==> config.mk <==
export PLATFORM = sky130hd
export DESIGN_NAME = ddap_alu
export DESIGN_NICKNAME = d
export VERILOG_FILES = /design/src/sv/ddap_pkg.sv /design/src/sv/ddap_alu.sv
export SDC_FILE = /design/constraint.sdc
export NUM_CORES = 1
export LEC_CHECK = 0
export ABC_CLOCK_PERIOD_IN_PS = 3480
export BUFFER_PORTS_ARGS = -buffer_cell sky130_fd_sc_hd__buf_2
export CORE_MARGIN = 4
export CORE_UTILIZATION = 40
export DETAILED_ROUTE_END_ITERATION = 6
export PLACE_DENSITY = 0.78
export SLEW_MARGIN = 20
export SYNTH_ARGS = -nofsm -noshare
export SYNTH_HDL_FRONTEND = slang
export SYNTH_SLANG_ARGS = --single-unit
==> constraint.sdc <==
create_clock -name vclk -period 3.48
set_input_delay 0 -clock vclk [all_inputs]
set_output_delay 0 -clock vclk [all_outputs]
set_load 0.005 [all_outputs]
==> src/sv/ddap_pkg.sv <==
// ----------------------------------------------------------------------------
// ddap_pkg: shared definitions for the dense shortest-path unit
// Field widths, reset values, request kinds, register indexes and states.
// ----------------------------------------------------------------------------
package ddap_pkg;

    // Fixed field widths of the request and result channels.
    localparam int NODE_FIELD_W   = 6;
    localparam int WEIGHT_FIELD_W = 16;
    localparam int DIST_W         = 22;
    localparam int PRED_FIELD_W   = 64;
    localparam int KIND_W         = 2;
    localparam int NODE_COUNT_W   = 7;
    localparam int CFG_INDEX_W    = 2;
    localparam int CFG_DATA_W     = 7;

    // Saturation value of path sums.
    localparam logic [DIST_W-1:0] DIST_MAX = {DIST_W{1'b1}};

    // Parameter defaults.
    localparam int MAX_NODES_DEF   = 64;
    localparam int WEIGHT_BITS_DEF = 16;

    // Configuration register reset values.
    localparam logic [NODE_COUNT_W-1:0] NODE_COUNT_RST = 7'd64;
    localparam logic [NODE_FIELD_W-1:0] SOURCE_RST     = 6'd0;

    // Configuration register indexes.
    typedef enum logic [CFG_INDEX_W-1:0] {
        CFG_NODE_COUNT = 2'd0,
        CFG_SOURCE     = 2'd1
    } t_cfg_index;

    // Request kinds.
    typedef enum logic [KIND_W-1:0] {
        KIND_LOAD  = 2'd0,
        KIND_CLEAR = 2'd1,
        KIND_RUN   = 2'd2
    } t_kind;

    // Sequencer states.
    typedef enum logic [3:0] {
        ST_CLEAR,
        ST_IDLE,
        ST_LOAD2,
        ST_INIT,
        ST_SEL,
        ST_RELAX,
        ST_EMIT_RD,
        ST_EMIT_LD
    } t_state;

endpackage

==> src/sv/ddap_alu.sv <==
// ----------------------------------------------------------------------------
// ddap_alu: shared add and compare unit
// Adds a weight to a distance with saturation and compares against a reference.
// ----------------------------------------------------------------------------
module ddap_alu #(
    parameter int WB = 16
) (
    input  logic [ddap_pkg::DIST_W-1:0] i_base,
    input  logic [WB-1:0]               i_addend,
    input  logic [ddap_pkg::DIST_W-1:0] i_cmp,
    output logic [ddap_pkg::DIST_W-1:0] o_sum,
    output logic                        o_lt,
    output logic                        o_eq
);

    localparam int DW = ddap_pkg::DIST_W;
    localparam int SW = ((WB > DW) ? WB : DW) + 1;

    logic [SW-1:0] sum_wide;

    // Saturating sum, then the compare against the reference.
    always_comb begin
        sum_wide = SW'(i_base) + SW'(i_addend);
        if (sum_wide > SW'(ddap_pkg::DIST_MAX)) begin
            o_sum = ddap_pkg::DIST_MAX;
        end else begin
            o_sum = sum_wide[DW-1:0];
        end
        o_lt = o_sum < i_cmp;
        o_eq = o_sum == i_cmp;
    end

endmodule
==> run summary <==
## Place
• **weighted congestion at the end of routability-driven global placement** 0.914
• **post-place setup slack** 40.4 ps
• **half-perimeter wire length after detailed placement** 4140 um
• **Port Buf Inserts** 84

## Clock tree
• **cts-stage hold buffer count** 0

## Min path
• **class of the most critical hold timing path** input pin to output pin

## Floorplan
• **Std-Cell Core Area** 3740 um^2
• **Die Y** 71.1 um
• **number of top-level pins** 84
• **row count** 22
• **Initial Util** 42.5%
• **DIE WIDTH** 71.1 um
• **total die area** 5050 um^2

## GRT
• **maximum number of pins on one net before global-route repair** 15
• **vias in the first global route** 1842
• **initial antenna violation count** 0
• **overflow left after global routing** 0
• **global-route wire length before repair** 7750 um
• **total track usage** 17.7%

## Critical path
• **peak fanout along the critical path** 9
• **nature of the critical path endpoint** output pin
• **kind of cell with the highest combined delay on the critical path** compound AO/OA/AOI/OAI gates
• **startpoint type of the worst setup path** input pin
• **Max stage delay on crit path** 400 ps
• **data arrival time of the worst path** 3300 ps
• **kind of critical path** input pin to output pin
• **cell-by-cell listing of the critical path** buf_2, ha_1, fa_2, a21o_1, a221o_1, a22o_1, a31o_2, nand3_4, buf_4, nand2_1, ha_1, nand4_1, or2_2, nor2_1, and4_1, buf_2
• **data required time at the worst endpoint** 3480 ps
• **slowest cell on the critical path** sky130_fd_sc_hd__a221o_1
• **buffer and inverter count on the worst path** 3

## Power
• **final total power** 424 uW
• **total power density per cell area** 201 nW/um^2
• **worst voltage drop across the vdd grid** 92.4 uV
• **total leakage power** 0.00126 uW

## Synthesis
• **simple logic cell fraction of the synthesized area** 21.8%
• **adder and majority gate portion of the synthesized area** 31.1%
• **average cell area after synthesis** 7.17 um^2
• **cell type with the highest aggregate area in the netlist** sky130_fd_sc_hd__ha_1
• **area share of xor/xnor cells in the synthesized design** 7.70%
• **commonest cells in the synthesized netlist** sky130_fd_sc_hd__ha_1 (38), sky130_fd_sc_hd__inv_1 (28), sky130_fd_sc_hd__a21oi_1 (22)
• **compound-gate portion of the synthesized area** 31.2%
• **top post-synthesis cells by area** sky130_fd_sc_hd__ha_1 (30%), sky130_fd_sc_hd__a21o_1 (9.0%), sky130_fd_sc_hd__a21oi_1 (6.9%), sky130_fd_sc_hd__inv_1 (6.6%), sky130_fd_sc_hd__xnor2_1 (4.4%)
• **most common cell in the synthesized netlist** sky130_fd_sc_hd__ha_1
• **portion of synthesized cell area occupied by the leading cell type** 29.9%
• **Yosys Warn Count** 0
• **Post-Syn Area** 1590 um^2
• **Mapped Nets** 321
• **sequential cell area fraction in the yosys report** 0%
• **number of distinct standard cells referenced by the synthesized netlist** 37
• **dominant combinational cell family by area after synthesis** compound AO/OA/AOI/OAI gates
• **number of instances in the synthesized netlist** 222
• **multiplexer share of the synthesized area** 0.629%

## Drt
• **via total after detailed routing** 1866
• **routed wire length** 4550 um
• **1st-pass router iterations** 5
• **routed len/inst** 12.7 um
• **via-per-instance ratio** 5.20
• **final antenna-violating net count** 0
• **DRC violation count after routing** 0
• **number of DRC markers after the initial detailed-route iteration** 71

## Timing
• **total negative slack for setup checks** 0 ps
• **Setup violations, final** 0
• **max-slew violation total from the final report** 0
• **Max Freq** 0.303 GHz
• **crit path time final** 3300 ps
• **part of the cycle the worst path needs** 95.0%
• **final critical-path setup slack** 175 ps
• **total count of hold-check failures in the final report** 0
• **RSZ-0062 raised after global routing** no
• **tightest slew margin relative to the limit** 74.5%
• **final-layout worst hold slack** 389 ps
• **actual slew at the worst max-slew pin** 378 ps

## Layout
• **post-synthesis to final-layout area growth** 32.2%
• **FFs & Latches** 0
• **share of final-layout standard cells stronger than drive strength 1** 34.4%
• **Diodes inserted** 0
• **nets@finish** 412
• **Reg area** 0 um^2
• **Final Util** 56.2%
• **clock buffer instance count of the final layout** 0

## Run status
• **status** completed

## Flow run
• **max capacitance violation total** 0

==> report_power, final <==
group	internal, uW	switching [uW]	leakage, uW
Combinational	200	224	0.00126
Clock	0	0	0
Sequential	0	0	0
Total	200	224	0.00126
==> layout make-up <==
class / count / area (um^2)
multi-input cells: 193 / 1470
fillers: 400 / 1640
well taps: 48 / 60.1
repair buffers: 90 / 465
inverters: 28 / 105
==> placed cells by master, fill, tap and decap left out, types with 2 or more instances in the layout <==
| master | synthesis | layout |
|---|---|---|
| sky130_fd_sc_hd__o21bai_1 | 3 | 3 |
| sky130_fd_sc_hd__buf_2 | 0 | 84 |
| sky130_fd_sc_hd__a21oi_1 | 22 | 22 |
| sky130_fd_sc_hd__o211ai_1 | 2 | 2 |
| sky130_fd_sc_hd__buf_4 | 0 | 6 |
| sky130_fd_sc_hd__xor2_1 | 6 | 6 |
| sky130_fd_sc_hd__nand2_1 | 14 | 14 |
| sky130_fd_sc_hd__inv_1 | 28 | 28 |
| sky130_fd_sc_hd__o21ai_1 | 2 | 4 |
| sky130_fd_sc_hd__and2_1 | 4 | 4 |
| sky130_fd_sc_hd__nand2_2 | 10 | 10 |
| sky130_fd_sc_hd__o21ai_0 | 10 | 8 |
| sky130_fd_sc_hd__a31oi_1 | 3 | 3 |
| sky130_fd_sc_hd__nor2_1 | 11 | 11 |
| sky130_fd_sc_hd__and3_1 | 4 | 4 |
| sky130_fd_sc_hd__nand3_1 | 3 | 3 |
| sky130_fd_sc_hd__a211oi_1 | 5 | 5 |
| sky130_fd_sc_hd__or2_2 | 3 | 3 |
| sky130_fd_sc_hd__nor3_1 | 2 | 2 |
| sky130_fd_sc_hd__nand4_1 | 6 | 6 |
| sky130_fd_sc_hd__and4_1 | 4 | 4 |
| sky130_fd_sc_hd__ha_1 | 38 | 38 |
| sky130_fd_sc_hd__xnor2_1 | 8 | 8 |
| sky130_fd_sc_hd__a21o_1 | 19 | 19 |
==> logic make-up after synthesis <==
logic type	count (synthesis)
multiplexers	1
XOR/XNOR	14
AND/OR/NAND/NOR	63
buffers and inverters	29
adder cells (fa/ha/maj)	39
AO/OA/AOI/OAI	76
==> path summary, 6_finish.rpt <==
kind / start / to / slack [ps] / cells after the start
setup / recovery: i_base[0] / o_eq / 180 / 16
hold / removal: i_base[17] / o_sum[17] / 390 / 4
==> tightest hold or removal path: cells and delay by family <==
family | cells | cell delay [ps]
xor+xnor | 1 | 70
buf+inv | 2 | 230
simple gates | 1 | 90
==> per-stage QoR <==
stage | cells | area, um^2
after floorplan | 222 | 1590
after global placement | 355 | 2070
after detailed placement | 355 | 2070
after CTS | 355 | 2070
after global routing | 359 | 2100
final | 359 | 2100
==> per-layer routing <==
metal	wire length (um)	GRT usage, %	vias up	part of all wire, %
li1	-	-	987	-
met5	0	0	-	0
met3	293	1.70	2	6.4
met4	17	1.67	0	0.37
met2	2230	32.5	54	49
met1	2010	22.9	823	44
==> what timing repair did <==
| action | CTS | global route |
|---|---|---|
| resized for setup | 0 | 3 |
| endpoints found under the setup margin | 0 | 2 |
| buffers inserted | 0 | 4 |
(Power assumes the default switching activity.)
